<file path="src/design/xxf_pkg.sv">
package xxf_pkg;

  // Sizes and defaults.
  localparam int unsigned DefaultDepth = 8;
  localparam int unsigned ByteW        = 8;
  localparam int unsigned LimitW       = 4;
  localparam int unsigned LevelW       = 4;
  localparam int unsigned CfgIdxW      = 4;
  localparam int unsigned CfgDataW     = 8;

  localparam logic [LimitW-1:0] UpperLimitReset = 4'd5;
  localparam logic [LimitW-1:0] LowerLimitReset = 4'd2;

  // Character codes.
  localparam logic [ByteW-1:0] CharXon       = 8'h11;
  localparam logic [ByteW-1:0] CharXoff      = 8'h13;
  localparam logic [ByteW-1:0] CharCr        = 8'd13;
  localparam logic [ByteW-1:0] CharLf        = 8'd10;
  localparam logic [ByteW-1:0] CharEof       = 8'd26;
  localparam logic [ByteW-1:0] PrintableMin  = 8'd32;

  // Operation codes.
  localparam logic OpPush = 1'b0;
  localparam logic OpPop  = 1'b1;

  // Configuration register indexes.
  localparam logic [CfgIdxW-1:0] CfgUpperLimit = 4'd0;
  localparam logic [CfgIdxW-1:0] CfgLowerLimit = 4'd1;

  typedef struct packed {
    logic             operation;
    logic [ByteW-1:0] rx_byte;
  } xxf_in_t;

  typedef struct packed {
    logic              read_valid;
    logic [ByteW-1:0]  read_byte;
    logic              read_consumable;
    logic              overflow;
    logic              send_flow;
    logic [ByteW-1:0]  flow_char;
    logic [LevelW-1:0] fill_level;
    logic              paused;
  } xxf_out_t;

  typedef enum logic {
    ST_IDLE,
    ST_READ
  } xxf_state_e;

  // Commands from the controller to the datapath.
  typedef struct packed {
    logic push_go;
    logic pop_issue;
    logic pop_finish;
  } xxf_cmd_t;

  // Status from the datapath to the controller.
  typedef struct packed {
    logic out_busy;
  } xxf_status_t;

  function automatic logic is_consumable(input logic [ByteW-1:0] b);
    return (b >= PrintableMin) || (b == CharCr) || (b == CharLf) || (b == CharEof);
  endfunction

endpackage

</file>
<file path="src/design/xxf_ctrl.sv">
module xxf_ctrl (
  input  logic                clk_i,
  input  logic                rst_ni,
  input  logic                in_valid_i,
  input  logic                is_pop_i,
  input  xxf_pkg::xxf_status_t status_i,
  output logic                in_stall_o,
  output xxf_pkg::xxf_cmd_t   cmd_o
);
  import xxf_pkg::*;

  xxf_state_e state_q, state_d;

  always_ff @(posedge clk_i or negedge rst_ni) begin
    if (!rst_ni) begin
      state_q <= ST_IDLE;
    end else begin
      state_q <= state_d;
    end
  end

  always_comb begin
    state_d    = state_q;
    in_stall_o = 1'b1;
    cmd_o      = '0;
    unique case (state_q)
      ST_IDLE: begin
        in_stall_o = status_i.out_busy;
        if (in_valid_i && !status_i.out_busy) begin
          if (is_pop_i == OpPop) begin
            // The store read is registered, so a pop finishes in ST_READ once the output is free.
            cmd_o.pop_issue = 1'b1;
            state_d         = ST_READ;
          end else begin
            cmd_o.push_go = 1'b1;
          end
        end
      end
      ST_READ: begin
        if (!status_i.out_busy) begin
          cmd_o.pop_finish = 1'b1;
          state_d          = ST_IDLE;
        end
      end
      default: begin
        state_d = ST_IDLE;
      end
    endcase
  end

endmodule

</file>
<file path="src/design/xxf_datapath.sv">
module xxf_datapath #(
  parameter int unsigned DEPTH = xxf_pkg::DefaultDepth
) (
  input  logic                          clk_i,
  input  logic                          rst_ni,
  input  xxf_pkg::xxf_in_t              in_data_i,
  input  xxf_pkg::xxf_cmd_t             cmd_i,
  output xxf_pkg::xxf_status_t          status_o,
  input  logic                          cfg_we_i,
  input  logic [xxf_pkg::CfgIdxW-1:0]   cfg_index_i,
  input  logic [xxf_pkg::CfgDataW-1:0]  cfg_data_i,
  output logic                          out_valid_o,
  input  logic                          out_stall_i,
  output xxf_pkg::xxf_out_t             out_data_o
);
  import xxf_pkg::*;

  localparam int unsigned PtrW = (DEPTH > 1) ? $clog2(DEPTH) : 1;
  localparam int unsigned CntW = $clog2(DEPTH + 1);
  localparam int unsigned CmpW = (CntW > LimitW) ? CntW : LimitW;

  logic [ByteW-1:0]  mem_q [DEPTH];
  logic [ByteW-1:0]  rd_data_q;
  logic [PtrW-1:0]   wr_ptr_q, wr_ptr_d;
  logic [PtrW-1:0]   rd_ptr_q, rd_ptr_d;
  logic [CntW-1:0]   cnt_q, cnt_d;
  logic              running_q, running_d;
  logic [LimitW-1:0] upper_q, lower_q;
  logic              out_valid_q;
  xxf_out_t          out_q, res;

  logic              full, nonempty, xoff, xon, cons, load;
  logic [CmpW-1:0]   lvl_ext;

  assign full     = (cnt_q == CntW'(DEPTH));
  assign nonempty = (cnt_q != '0);
  assign cons     = is_consumable(rd_data_q);
  assign load     = cmd_i.push_go | cmd_i.pop_finish;

  always_comb begin
    wr_ptr_d  = wr_ptr_q;
    rd_ptr_d  = rd_ptr_q;
    cnt_d     = cnt_q;
    running_d = running_q;
    xoff      = 1'b0;
    xon       = 1'b0;
    res       = '0;
    if (cmd_i.push_go) begin
      if (!full) begin
        wr_ptr_d = (wr_ptr_q == PtrW'(DEPTH - 1)) ? '0 : wr_ptr_q + PtrW'(1);
        cnt_d    = cnt_q + CntW'(1);
      end
      // The XOFF test is made even when the byte was dropped.
      xoff         = (CmpW'(cnt_d) >= CmpW'(upper_q)) && running_q;
      res.overflow = full;
    end else if (cmd_i.pop_finish && nonempty) begin
      rd_ptr_d            = (rd_ptr_q == PtrW'(DEPTH - 1)) ? '0 : rd_ptr_q + PtrW'(1);
      cnt_d               = cnt_q - CntW'(1);
      xon                 = cons && (CmpW'(cnt_d) <= CmpW'(lower_q)) && !running_q;
      res.read_valid      = 1'b1;
      res.read_byte       = rd_data_q;
      res.read_consumable = cons;
    end
    if (xoff) begin
      running_d = 1'b0;
    end else if (xon) begin
      running_d = 1'b1;
    end
    res.send_flow = xoff | xon;
    res.flow_char = xoff ? CharXoff : (xon ? CharXon : '0);
    lvl_ext       = CmpW'(cnt_d);
    res.fill_level = (lvl_ext > CmpW'(15)) ? LevelW'(15) : lvl_ext[LevelW-1:0];
    res.paused    = !running_d;
  end

  always_ff @(posedge clk_i) begin
    if (cmd_i.push_go && !full) begin
      mem_q[wr_ptr_q] <= in_data_i.rx_byte;
    end
    if (cmd_i.pop_issue) begin
      rd_data_q <= mem_q[rd_ptr_q];
    end
    if (load) begin
      out_q <= res;
    end
  end

  always_ff @(posedge clk_i or negedge rst_ni) begin
    if (!rst_ni) begin
      wr_ptr_q    <= '0;
      rd_ptr_q    <= '0;
      cnt_q       <= '0;
      running_q   <= 1'b1;
      upper_q     <= UpperLimitReset;
      lower_q     <= LowerLimitReset;
      out_valid_q <= 1'b0;
    end else begin
      wr_ptr_q  <= wr_ptr_d;
      rd_ptr_q  <= rd_ptr_d;
      cnt_q     <= cnt_d;
      running_q <= running_d;
      if (cfg_we_i) begin
        if (cfg_index_i == CfgUpperLimit) begin
          upper_q <= cfg_data_i[LimitW-1:0];
        end else if (cfg_index_i == CfgLowerLimit) begin
          lower_q <= cfg_data_i[LimitW-1:0];
        end
      end
      if (load) begin
        out_valid_q <= 1'b1;
      end else if (!out_stall_i) begin
        out_valid_q <= 1'b0;
      end
    end
  end

  assign status_o.out_busy = out_valid_q && out_stall_i;
  assign out_valid_o       = out_valid_q;
  assign out_data_o        = out_q;

endmodule

</file>
<file path="src/design/xon_xoff_receive_fifo.sv">
// Channel | Direction | Handshake              | Payload
// in      | input     | in_valid_i / in_stall_o | xxf_in_t (operation, rx_byte)
// out     | output    | out_valid_o / out_stall_i | xxf_out_t (one result per item)
// cfg     | input     | cfg_valid_i / cfg_ready_o | cfg_index_i, cfg_data_i
//
// A push's result is in the output register after the accepting edge.
// A pop goes through the registered read port of the byte store and the ST_READ state.
// Reset clears pointers, count and the output valid flag; the sender starts running.
// While a result waits under stall, the block holds off the next transaction.
module xon_xoff_receive_fifo #(
  parameter int unsigned DEPTH = xxf_pkg::DefaultDepth
) (
  input  logic                          clk_i,
  input  logic                          rst_ni,
  input  logic                          in_valid_i,
  output logic                          in_stall_o,
  input  xxf_pkg::xxf_in_t              in_data_i,
  output logic                          out_valid_o,
  input  logic                          out_stall_i,
  output xxf_pkg::xxf_out_t             out_data_o,
  input  logic                          cfg_valid_i,
  output logic                          cfg_ready_o,
  input  logic [xxf_pkg::CfgIdxW-1:0]   cfg_index_i,
  input  logic [xxf_pkg::CfgDataW-1:0]  cfg_data_i
);
  import xxf_pkg::*;

  xxf_cmd_t    cmd;
  xxf_status_t status;

  assign cfg_ready_o = 1'b1;

  xxf_ctrl u_ctrl (
    .clk_i      (clk_i),
    .rst_ni     (rst_ni),
    .in_valid_i (in_valid_i),
    .is_pop_i   (in_data_i.operation),
    .status_i   (status),
    .in_stall_o (in_stall_o),
    .cmd_o      (cmd)
  );

  xxf_datapath #(
    .DEPTH (DEPTH)
  ) u_datapath (
    .clk_i       (clk_i),
    .rst_ni      (rst_ni),
    .in_data_i   (in_data_i),
    .cmd_i       (cmd),
    .status_o    (status),
    .cfg_we_i    (cfg_valid_i && cfg_ready_o),
    .cfg_index_i (cfg_index_i),
    .cfg_data_i  (cfg_data_i),
    .out_valid_o (out_valid_o),
    .out_stall_i (out_stall_i),
    .out_data_o  (out_data_o)
  );

`ifndef ASSERT_OFF
  a_pop_blocks_next: assert property (@(posedge clk_i) disable iff (!rst_ni)
    in_valid_i && !in_stall_o && (in_data_i.operation == OpPop) |=> in_stall_o)
    else $error("input accepted while a pop was still reading the store");

  a_read_not_overflow: assert property (@(posedge clk_i) disable iff (!rst_ni)
    out_valid_o && out_data_o.read_valid |-> !out_data_o.overflow)
    else $error("result reports both a read and an overflow");

  a_empty_read_clean: assert property (@(posedge clk_i) disable iff (!rst_ni)
    out_valid_o && !out_data_o.read_valid |->
      (out_data_o.read_byte == '0) && !out_data_o.read_consumable)
    else $error("result without a read carries read data");

  a_xoff_pauses: assert property (@(posedge clk_i) disable iff (!rst_ni)
    out_valid_o && out_data_o.send_flow && (out_data_o.flow_char == CharXoff) |->
      out_data_o.paused)
    else $error("XOFF sent but sender not marked paused");
`endif

endmodule

</file>
<file path="config.mk">
export PLATFORM = sky130hd
export DESIGN_NAME = xon_xoff_receive_fifo
export DESIGN_NICKNAME = d
export VERILOG_FILES = /design/src/design/xxf_pkg.sv /design/src/design/xxf_ctrl.sv /design/src/design/xxf_datapath.sv /design/src/design/xon_xoff_receive_fifo.sv
export SDC_FILE = /design/constraint.sdc
export NUM_CORES = 1
export LEC_CHECK = 0
export ABC_AREA = 1
export BUFFER_PORTS_ARGS = -buffer_cell sky130_fd_sc_hd__buf_4
export CORE_MARGIN = 2
export CORE_UTILIZATION = 25
export CTS_CLUSTER_SIZE = 24
export DETAILED_ROUTE_END_ITERATION = 8
export PLACE_DENSITY = 0.49
export SYNTH_ARGS = -nofsm -noshare
export SYNTH_HDL_FRONTEND = slang
export SYNTH_SLANG_ARGS = --single-unit
</file>
<file path="constraint.sdc">
create_clock -name clk_i -period 2.8 [get_ports clk_i]
set_clock_uncertainty 0.2 [all_clocks]
set_input_delay 0 -clock clk_i [delete_from_list [all_inputs] [get_ports clk_i]]
set_output_delay 0 -clock clk_i [all_outputs]
set_load 0.05 [all_outputs]
</file>
* Yosys cells after proc, flatten, opt, wreduce, memory -nomap -nowiden
Memory sizes are Yosys's and may differ from the RTL's. A register that Yosys moved wholly into a read port is not among the register bits. Cells that the tools add are included.
Storage, ports and cells: flip-flop bits (word level) 46, bits in writable memories 64, bits of input ports 26, output and inout bits 28, logic and storage cells 88, memories 1
Memory list:
- u_datapath.mem_q | words 8, bits a word 8, read ports 1, clocked after memory_dff 1, write ports 1, line xxf_datapath.sv:22 | logic [ByteW-1:0] mem_q [DEPTH];
Operators by class: add/subtract/negate cells 4, magnitude comparators 4, equal/unequal tests 8, multiplexer cells 27, bitwise operators 7, reductions and logical operators 21
Operators by type and width (count):
- 8-bit by 4-bit == test with 1-bit output, second input constant | 2
- 1-bit 2-to-1 mux | 16
- 4-bit 2-to-1 mux | 4
- 10-bit 2-to-1 mux | 1
- 8-bit by 5-bit == test with 1-bit output, second input constant | 1
- 8-bit by 6-bit greater-or-equal comparator with 1-bit output, second input constant | 1
- 1-bit logical AND | 7
- 3-bit by 1-bit adder with 3-bit output, second input constant | 2
- 3-bit == test, second input constant | 2
- 3-bit 2-to-1 mux | 2
- 2-bit AND reduction | 3
- 5-bit 2-to-1 mux | 1
- 1-bit inverter | 5
- 4-bit by 1-bit adder with 4-bit output, second input constant | 1
- 4-bit by 1-bit == test with 1-bit output, second input constant | 1
- 4-bit == test, second input constant | 1
- 4-bit greater-or-equal comparator | 1
- 4-bit > comparator, second input constant | 1
- 4-bit <= comparator | 1
- 1-bit zero test | 4
- 4-bit zero test | 1
- 2-bit 2-to-1 mux | 2
- 4-bit nonzero test | 1
- 4-bit by 1-bit subtractor with 4-bit output, second input constant | 1
- other kinds (6) | 9

* Longest topological paths before layout
Gate-level depths: netlist of run 1.
word-level depth 11, mapped depth 12, mapped depth without buffers 12

* Modules after synthesis
A second synthesis of run 1 with hierarchy kept.
Unflattened totals: cell total of the unflattened synthesis 427, area, all modules 4833.4 um^2
By module, submodules not included:
- xxf_datapath | instances 1, cells an instance 411, area an instance 4743.3 um^2, sequential area each 3238.1 um^2
- xxf_ctrl | instances 1, cells an instance 14, area an instance 78.8 um^2, sequential area each 25.0 um^2
- xon_xoff_receive_fifo | instances 1, cells an instance 2, area an instance 11.3 um^2, sequential area each 0.0 um^2

* Least setup slack after synthesis of run 1
OpenSTA, ideal clock, no wires.
path kind reg2reg, from reg u_datapath.out_valid_q, in the netlist u_datapath.out_valid_o, to mem u_datapath.mem_q[1][0] (enable), library setup time 370 ps, arrival 1960 ps, required time 2230 ps, slack 270 ps, stages on the path, launching flop included 8, buffers on the path 0, clock period less this slack 2530 ps, path through dfrtp_1 nand2_2 nand2_1 inv_2 nand4_4 nor2_1 inv_1 nor2_1
Between the ends: longest elaborated chain between the ends 8
Ends and longest elaborated chain:
- start: declaration | line xxf_datapath.sv:29 | logic out_valid_q;
- start signal: assignment | line xxf_datapath.sv:96 | out_valid_q <= 1'b0;
- start signal: assignment | line xxf_datapath.sv:110 | out_valid_q <= 1'b1;
- start signal: assignment | line xxf_datapath.sv:112 | out_valid_q <= 1'b0;
- 1-bit logical AND | line xxf_datapath.sv:117 | assign status_o.out_busy = out_valid_q && out_stall_i;
- 1-bit zero test | line xxf_ctrl.sv:29 | if (in_valid_i && !status_i.out_busy) begin
- 1-bit logical AND | line xxf_ctrl.sv:29
- 2-bit 2-to-1 mux | line xxf_ctrl.sv:29
- 2-bit 2-to-1 mux | line xxf_ctrl.sv:26 | unique case (state_q)
- 1-bit logical AND | line xxf_datapath.sv:77 | if (cmd_i.push_go && !full) begin
- 1-bit 2-to-1 mux | line xxf_datapath.sv:77
- 1-bit 2-to-1 mux (implied by the code) | line xxf_datapath.sv:78 | mem_q[wr_ptr_q] <= in_data_i.rx_byte;
- end: declaration | line xxf_datapath.sv:22
No other way between the ends.

==> metrics.txt, run 1 <==
run status complete, no violations; Slew @ Worst Pin 880.8 ps; setup violators final 0; Synth Instances 421; Pleak 2.412 nW; Placement Rows 50; placed cell area 0.005400 sq mm; crit-path cells inv_1 > ha_1 > xor2_1 > ha_1 > nand2_1 > inv_1 > nand2_1 > nand2_1 > a21oi_1 > nand2_2 > nand2_1 > nand2_1; CP Data Arrival Time 2250 ps; placed cells 696; H-tree Lvls 3; Slew Limit Headroom between 40% and 50%; Net count, final 541; Initial Util 25.55%; family with the most delay on the worst path adder cells; Hold Crit Start in_data_i[5]; Ys Warns 0; Non-Filler Instances between 700 and 800; I/O Buffers 43; die area 0.02031 sq mm; CTS tree built; Area Overhead vs Synth 24.52%; clk buf depth 2; WHS Endpoint u_datapath.mem_q[4][5]; drt drc 0; routed wire length 9.824 mm; DR vias/cell 4.226; final antenna-violating net count 0; max-slew violations 0; most used cell, CP nand2_1; Sequential cell area 0.003263 sq mm; Avg WL per Cell 13.28 um; DR iter-0 viols 215; WP buf/inv 2; diode count 0; Post-Synthesis Cell Area 0.004796 sq mm; # IOs 54; vias in the first global route 3181; largest net degree at the start of global routing 35; chip width 142.5 um; r2r worst-path depth 12; Sink Count about 110; worst vdd ir 0.3706 mV; core area 0.01877 sq mm; die height 142.5 um; CP peak stage delay 450 ps; post-CTS sizing 0; mean post-synth cell area 11.39 sq um; GPL Wtd Cong about 0.8; synth unique cells 28; Max Cap Viol 0; kind of critical path reg2reg; Pre-antenna DRT Iters 4; FF+latch count, synth 112; via count around 3.1k; CP Max Fanout 5; CP required 2720 ps; post-route cell area 0.005972 sq mm; fin crit share 83.40%; setup tns final 0 ps; CP startpoint u_datapath.cnt_q[0]; clock-pin slew on the worst setup and hold paths 80 ps; RSZ-0062 raised after global routing no; HPWL after DPL 6.752 mm; crit path capture type flop; area of the multi-input gates 0.001274 sq mm; GRT overflow 0; Hold Crit Depth 2; initial antenna violation count 0; clk_lat worst skew 350 ps; total CTS buffers 9; Startpoint Class flop; type of the tightest min-delay check in2reg; worst r2r dst u_datapath.out_data_o[0]; endpoints failing hold 0; Tmin final 2335 ps; Fillers approximately 1.9k; CTS root buf clkbuf_16; Max Fclk 428.2 MHz; Critical-path top delay cell dfrtp_1; worst r2r src u_datapath.cnt_q[0]; share of layout cells above drive strength 1 about 17%; PwrDens 895.3 mW/mm^2; Layout Utilization 31.82%; sequential area share after synthesis 68.04%; global-route wire length before repair 15.84 mm; worst reg2reg setup slack between 400 and 500 ps; Global Route Usage Sum around a tenth
[worst max path at each step]
stage	endpoint	cells past startpoint	slack, ps
2_1_floorplan	u_datapath.mem_q[1][0]	7	270
3_3_place_gp	u_datapath.out_data_o[0]	12	440
3_5_place_dp	u_datapath.out_data_o[0]	12	450
4_1_cts	u_datapath.out_data_o[0]	12	430
5_1_grt	u_datapath.out_data_o[0]	12	310
6_report	u_datapath.out_data_o[0]	12	460
[where the power goes]
part	total (mW)	internal, mW	switching (mW)
Combinational	1.79	0.616	1.18
Clock	1.27	0.633	0.633
Sequential	2.29	2.10	0.187
[state kept, by name (all words and copies together), names as in the netlist]
register                cells
u_datapath.mem_q           64
u_datapath.out_data_o      19
u_datapath.rd_data_q        8
u_datapath.cnt_q            4
u_datapath.lower_q          4
u_datapath.upper_q          4
u_datapath.rd_ptr_q         3
u_datapath.wr_ptr_q         3
u_ctrl.state_q              1
u_datapath.out_valid_o      1
u_datapath.running_q        1
[layout by cell type (no fill, tap or decap), types with 2 or more instances in the layout]
master,synthesis,final
o22ai_1,3,3
nand3_2,2,2
inv_6,0,2
nand2_2,2,2
a21oi_1,11,11
a31oi_1,10,10
buf_4,10,54
dfrtp_1,17,17
nand2_1,66,66
xor2_1,5,5
ha_1,14,14
inv_8,0,4
clkbuf_16,0,9
nand3_1,11,11
conb_1,2,6
clkinv_1,1,2
o21ai_0,45,45
dlygate4sd3_1,0,28
inv_2,4,4
inv_1,39,39
edfxtp_1,91,91
a21oi_2,3,3
nor2_1,68,68
dfstp_2,4,4
[area by class of cell]
cell class                      instances  share of cell area, %
Multi-Input combinational cell        252                  21.33
Tap cell                              234                  4.903
Sequential cell                       112                  54.64
Timing Repair Buffer                   82                  11.48
Inverter                               44                  2.766
Clock buffer                            9                  3.771
Clock inverter                          7                  1.110
[cells by family after synthesis]
kind of cell	count (synthesis)	synth area share (%)
AND/OR/NAND/NOR	153	13.18
flip-flops	112	68.04
AO/OA/AOI/OAI	74	8.349
buffers and inverters	61	5.713
adder cells (fa/ha/maj)	14	3.653
XOR/XNOR	5	0.9131
other	2	0.1566
[metrics by stage]
step / worst slack [ps] / hold WS (ps) / total power, mW
final: 464.7 / 222.6 / 5.346
after global placement: 440.1 / -291.6 / 4.046
after floorplan: 270.0 / -495.6 / 3.599
after CTS: 434.5 / 212.9 / 5.424
after detailed placement: 447.8 / -285.4 / 4.104
after global routing: 307.6 / 218.5 / 5.737
[Yosys cell counts, drive strengths merged]
| cell type | n | area share [%] |
|---|---|---|
| nand3 | 13 | 1.6 |
| nand4 | 2 | 0.57 |
| buf | 16 | 2.2 |
| a21oi | 14 | 1.7 |
| or2 | 1 | 0.13 |
| clkinv | 1 | 0.078 |
| edfxtp | 91 | 57 |
| o22ai | 3 | 0.39 |
| conb | 2 | 0.16 |
| dfstp | 4 | 2.2 |
| inv | 43 | 3.4 |
| o21ai | 46 | 4.8 |
| xor2 | 5 | 0.91 |
| a31oi | 10 | 1.3 |
| nor2 | 68 | 5.3 |
| ha | 14 | 3.7 |
| nand2 | 68 | 5.4 |
| dfrtp | 17 | 8.9 |
| nand3b | 1 | 0.16 |
| clkbuf | 1 | 0.078 |
| o21bai | 1 | 0.16 |
[repair_timing]
action,4_1_cts,5_1_grt
endpoints found under the hold margin,102,0
hold buffers,28,0
buffers inserted,0,0
[routing by layer]
layer	track usage, %	vias up	wire length [um]
met5	0	-	0
met4	3.075	0	131
met3	2.793	11	385
met2	17.69	62	4855
met1	12.35	1475	4452
li1	-	1579	-
No activity file was read; power rests on OpenSTA's default activity.
==> run 2: changes to the inputs <==
- PLACE_DENSITY: 0.49 -> 0.5
- clock period: 2.8 -> 2 ns (I/O delays scaled with it)
==> metrics.txt, run 2 (same netlist as run 1, synthesis figures left out) <==
run status finished, violations left; violated checks negative setup slack; Largest register FFs 64 (unchanged); RSZ-0062 raised after global routing yes; PwrDens 1302 mW/mm^2 (+45%); H-tree Lvls 3 (unchanged); total CTS buffers 9 (unchanged); clk_lat worst skew 360 ps (about the same); Global Route Usage Sum 11.08% (+0.89 points); Net count, final 576 (+6.5%); Placement Rows 50 (unchanged); die height 142.5 um (unchanged); max-slew violations 0 (unchanged); drt drc 0 (unchanged); CTS tree built; Layout Utilization 34.48% (+2.7 points); GRT overflow 0 (unchanged); Max Cap Viol 0 (unchanged); type of the tightest min-delay check in2reg; commonest cells after routing, fill and taps aside 91 x edfxtp_1, 82 x buf_4, 62 x nand2_1, 59 x nor2_1, 44 x o21ai_0; die area 0.02031 sq mm (unchanged); Avg WL per Cell 13.65 um (+2.8%); Initial Util 25.55% (unchanged); final antenna-violating net count 0 (unchanged); clk buf depth 2 (unchanged); initial antenna violation count 0 (unchanged); chip width 142.5 um (unchanged); Slew Limit Headroom 43.26% (+2.2 points); share of layout cells above drive strength 1 27.78% (+11 points); Tmin final 2057 ps (-278.1 ps); # IOs 54 (unchanged); CP Max Fanout 4 (-1); setup slack after layout -57.25 ps (-521.9 ps); commonest non-fill, non-tap cell in the layout edfxtp_1; kind of critical path reg2reg; Sink Count 112 (unchanged); clock-pin slew on the worst setup and hold paths 70 ps (about the same); via count 3290 (+5.2%); I/O Buffers 43 (unchanged); crit path capture type flop; endpoints failing hold 0 (unchanged); CTS root buf clkbuf_16; Startpoint Class flop; Pleak 2.600 nW (+7.8%); vias in the first global route 3336 (+4.9%); worst vdd ir 0.4958 mV (+34%); DR iter-0 viols 103 (-52%); fin crit share 102.9% (+19 points); Max Fclk 486.1 MHz (+14%); DR vias/cell 4.251 (+0.59%); CP Data Arrival Time 1970 ps (-280 ps); Place WS -121.2 ps (-568.9 ps); HPWL after DPL 7.081 mm (+4.9%); setup violators final 5 (+5); core area 0.01877 sq mm (unchanged); setup tns final -207.7 ps (-207.7 ps); routed wire length 10.57 mm (+7.6%); diode count 0 (unchanged); Slew @ Worst Pin 848.3 ps (-32.48 ps); largest net degree at the start of global routing 21 (-40%); GPL Wtd Cong 0.7549 (-5.2%); Pre-antenna DRT Iters 4 (unchanged); CP required 1920 ps (-800 ps); Top reg by flops u_datapath.mem_q; Area Overhead vs Synth 34.93%; global-route wire length before repair 17.13 mm (+8.1%)
[run 2: worst max-delay path, stage by stage (launching register included)]
cell and delay [ps]:
dfrtp_1 400, inv_2 90, ha_4 180, xor2_2 170, ha_1 250, nand2_1 80, inv_2 40, nand2_1 60
nand2_1 60, a21oi_2 120, nand2_2 60, nand2_1 60, nand2_1 50
[run 2: path summary, 6_finish.rpt]
kind,startpoint,to,slack [ps],cells past startpoint
min,in_data_i[2],u_datapath.mem_q[7][2],220,2
max reg2reg,u_datapath.cnt_q[1],u_datapath.out_data_o[0],-60,12
max,u_datapath.cnt_q[1],u_datapath.out_data_o[0],-60,12
min reg2reg,u_datapath.lower_q[0],u_datapath.lower_q[0],310,2
min in group asynchronous,rst_ni,u_datapath.upper_q[0],610,3
max in group asynchronous,rst_ni,u_datapath.out_valid_o,390,3
[run 2: per-layer routing]
| layer | vias up | track usage [%] | part of all wire (%) |
|---|---|---|---|
| met2 | 65 | 18.22 | 48 |
| met5 | - | 0 | 0 |
| met1 | 1567 | 14.29 | 46 |
| met4 | 0 | 3.596 | 1.5 |
| li1 | 1647 | - | - |
| met3 | 11 | 2.860 | 4.4 |
[run 2: per-stage QoR]
stage	power (mW)	hold slack (ps)	area, sq um	std cells
after floorplan	5.133	-495.6	4878	425
after global placement	6.204	-288.5	5713	722
after detailed placement	6.249	-277.5	5713	722
after CTS	8.307	209.1	6366	769
after global routing	9.023	226.8	6471	774
final	8.424	221.2	6471	774
[run 2: cell type report]
cell class,instances,area [sq um]
Sequential cell,112,3264
Inverter,44,165.2
Tap cell,234,292.8
Clock inverter,6,67.56
Timing Repair Buffer,117,1027
Clock buffer,9,225.2
Fill cell,1862,12300
Multi-Input combinational cell,252,1429
[run 2: repair_timing]
item | in CTS | in global routing
buffers inserted | 4 | 5
resized for setup | 8 | 12
hold buffers | 28 | 0
setup endpoints to repair | 18 | 68
pin swaps | 3 | 6
hold endpoints to repair | 102 | 0
[run 2: power breakdown]
part           internal [mW]  switching [mW]
Sequential              2.95           0.169
Combinational           1.45            2.06
Clock                  0.973           0.830
==> run 3: changes to the inputs <==
- BUFFER_PORTS_ARGS: -buffer_cell sky130_fd_sc_hd__buf_4 -> -buffer_cell sky130_fd_sc_hd__buf_2
- SYNTH_HIERARCHICAL: unset -> 1
==> metrics.txt, run 3 <==
Non-Filler Instances 801 (+3.5%); Slew Limit Headroom 43.17% (-0.085 points); max-slew violations 0 (unchanged); I/O Buffers 43 (unchanged); CP required 1910 ps (about the same); Post-Synthesis Cell Area 0.004833 sq mm (+0.78%); commonest cells after routing, fill and taps aside 91 x edfxtp_1, 64 x nand2_1, 54 x nor2_1, 43 x buf_2, 37 x o21ai_0; core area 0.01883 sq mm (+0.33%); DR vias/cell 4.135 (-2.7%); type of the tightest min-delay check in2reg; Avg WL per Cell 12.96 um (-5.1%); Post-synth EDFFs 91 (unchanged); Max Fclk 480.2 MHz (-1.2%); worst vdd ir 0.4882 mV (-1.5%); CTS tree built; setup tns final -314.8 ps (-107.1 ps); H-tree Lvls 3 (unchanged); top-area cell type share of the netlist area 56.54% (-0.44 points); commonest non-fill, non-tap cell in the layout edfxtp_1; Ys Warns 6 (+6); violated checks negative setup slack; Primary FF master, synth edfxtp_1; Net count, final 576 (unchanged); Top reg by flops u_datapath/mem_q; GPL Wtd Cong 0.7759 (+2.8%); setup slack after layout -82.55 ps (-25.30 ps); Post-synth top cells 91 x edfxtp_1, 67 x nand2_1, 62 x nor2_1; sequential area share after synthesis 67.51% (-0.53 points); clk_lat worst skew 360 ps (about the same); synth unique cells 33 (+18%); routed wire length 10.38 mm (-1.8%); Placement Rows 50 (unchanged); Slew @ Worst Pin 849.6 ps (+1.277 ps); Initial Util 25.67% (+0.11 points); DR iter-0 viols 121 (+17%); setup violators final 5 (unchanged); Global Route Usage Sum 10.87% (-0.22 points); mean post-synth cell area 11.32 sq um (-0.63%); final antenna-violating net count 0 (unchanged); drt drc 0 (unchanged); Area Overhead vs Synth 33.06%; Largest register FFs 64 (unchanged); largest net degree at the start of global routing 35 (+67%); FF+latch count, synth 112 (unchanged); HPWL after DPL 7.063 mm (-0.26%); clk buf depth 2 (unchanged); share of layout cells above drive strength 1 28.65% (+0.87 points); GRT overflow 0 (unchanged); die area 0.02046 sq mm (+0.76%); total CTS buffers 9 (unchanged); most numerous cell in the Yosys netlist edfxtp_1; crit path capture type flop; PwrDens 1299 mW/mm^2 (-0.18%); global-route wire length before repair 16.51 mm (-3.6%); vias in the first global route 3259 (-2.3%); chip width 143.0 um (+0.38%); RSZ-0062 raised after global routing yes; clock-pin slew on the worst setup and hold paths 80 ps (about the same); Startpoint Class flop; Tmin final 2083 ps (+25.30 ps); Pre-antenna DRT Iters 4 (unchanged); CP Data Arrival Time 2000 ps (+30 ps); die height 143.0 um (+0.38%); kind of critical path reg2reg; Max Cap Viol 0 (unchanged); fin crit share 104.1% (+1.3 points); endpoints failing hold 0 (unchanged); placed cells 757 (+4.8%); Place WS -84.37 ps (+36.80 ps); CP Max Fanout 4 (unchanged); Sink Count 112 (unchanged); top cells by area, synth edfxtp_1 57%, dfrtp_1 8.8%, nand2_1 5.2%, nor2_1 4.8%, o21ai_0 3.8%; Pleak 2.579 nW (-0.81%); CTS root buf clkbuf_16; initial antenna violation count 0 (unchanged); diode count 0 (unchanged); run status finished, violations left; via count 3312 (+0.67%); Async S/R FF share, synth 18.75% (unchanged); Synth Instances 427 (+1.4%); # IOs 54 (unchanged); Worst Hold Margin 84.95 ps (-136.3 ps); cell accounting for the most synthesized area edfxtp_1
run 3: cell count changes after synthesis, moves of 5 or more:
| cell | delta |
|---|---|
| o21ai_1 | +9 |
| nor2_1 | -6 |
| o21ai_0 | -8 |
| inv_2 | +5 |
run 3: final cells by class:
| cell class | count | area [sq um] |
|---|---|---|
| inverters | 52 | 207.7 |
| flip-flops and latches | 112 | 3266 |
| well taps | 260 | 325.3 |
| fillers | 1882 | 12400 |
| repair buffers | 110 | 913.4 |
| clock buffers | 9 | 225.2 |
| multi-input cells | 251 | 1439 |
| clock inverters | 7 | 55.05 |
run 3: kinds of logic (layout without fill, tap and decap cells):
family	Yosys count	count (layout)	synth area share [%]
fa+ha+maj	14	14	3.624
simple gates	151	151	13.31
compound gates	74	74	8.336
other cells	2	6	0.1554
buf+inv	68	178	5.980
xor+xnor	6	6	1.087
flops	112	112	67.51
run 3: per-stage QoR:
| step | utilization [%] | instance area, sq um | power [mW] |
|---|---|---|---|
| 3_5_place_dp | 30.79 | 5798 | 6.405 |
| 6_report | 34.15 | 6431 | 8.357 |
| 5_1_grt | 34.15 | 6431 | 8.918 |
| 2_1_floorplan | - | 4933 | 5.241 |
| 4_1_cts | 33.84 | 6372 | 8.286 |
| 3_3_place_gp | 30.79 | 5798 | 6.330 |
run 3: path summary, 6_finish.rpt:
path / start / endpoint / slack (ps) / cells after the start
min reg2reg: u_datapath/running_q / u_datapath/running_q / 310 / 2
min: in_valid_i / u_datapath/out_valid_o / 80 / 6
min in group asynchronous: rst_ni / u_datapath/upper_q[2] / 620 / 3
max reg2reg: u_datapath/cnt_q[0] / u_datapath/out_data_o[5] / -80 / 10
max in group asynchronous: rst_ni / u_datapath/out_valid_o / 390 / 3
max: u_datapath/cnt_q[0] / u_datapath/out_data_o[5] / -80 / 10
run 3: layer usage:
metal	global-route usage, %	share of wire [%]
met3	2.783	4.2
met5	0	0
met2	17.60	46
met1	13.66	47
met4	4.898	2.2
run 3: critical path, cell delays in order, from the launching register on:
cell     delay, ps
dfrtp_2        430
inv_4           70
ha_4           160
nand2_4         60
nor2_4         130
xor2_1         180
ha_2           290
nand4_1         90
nand3_2         70
nand2_2         90
nand2_1         60
run 3: what timing repair did:
action | in CTS | in global routing
setup buffers | 2 | 1
pin swaps | 12 | 14
endpoints found under the setup margin | 18 | 45
resized for setup | 6 | 11
hold buffers | 25 | 0
hold endpoints to repair | 95 | 0
run 3: power breakdown:
group	total [mW]	leakage [nW]	internal (mW)	switching, mW
registers	3.14	1.08	2.96	0.185
clock network	1.70	0.133	0.858	0.845
logic	3.51	1.36	1.39	2.13
total	8.36	2.58	5.20	3.16
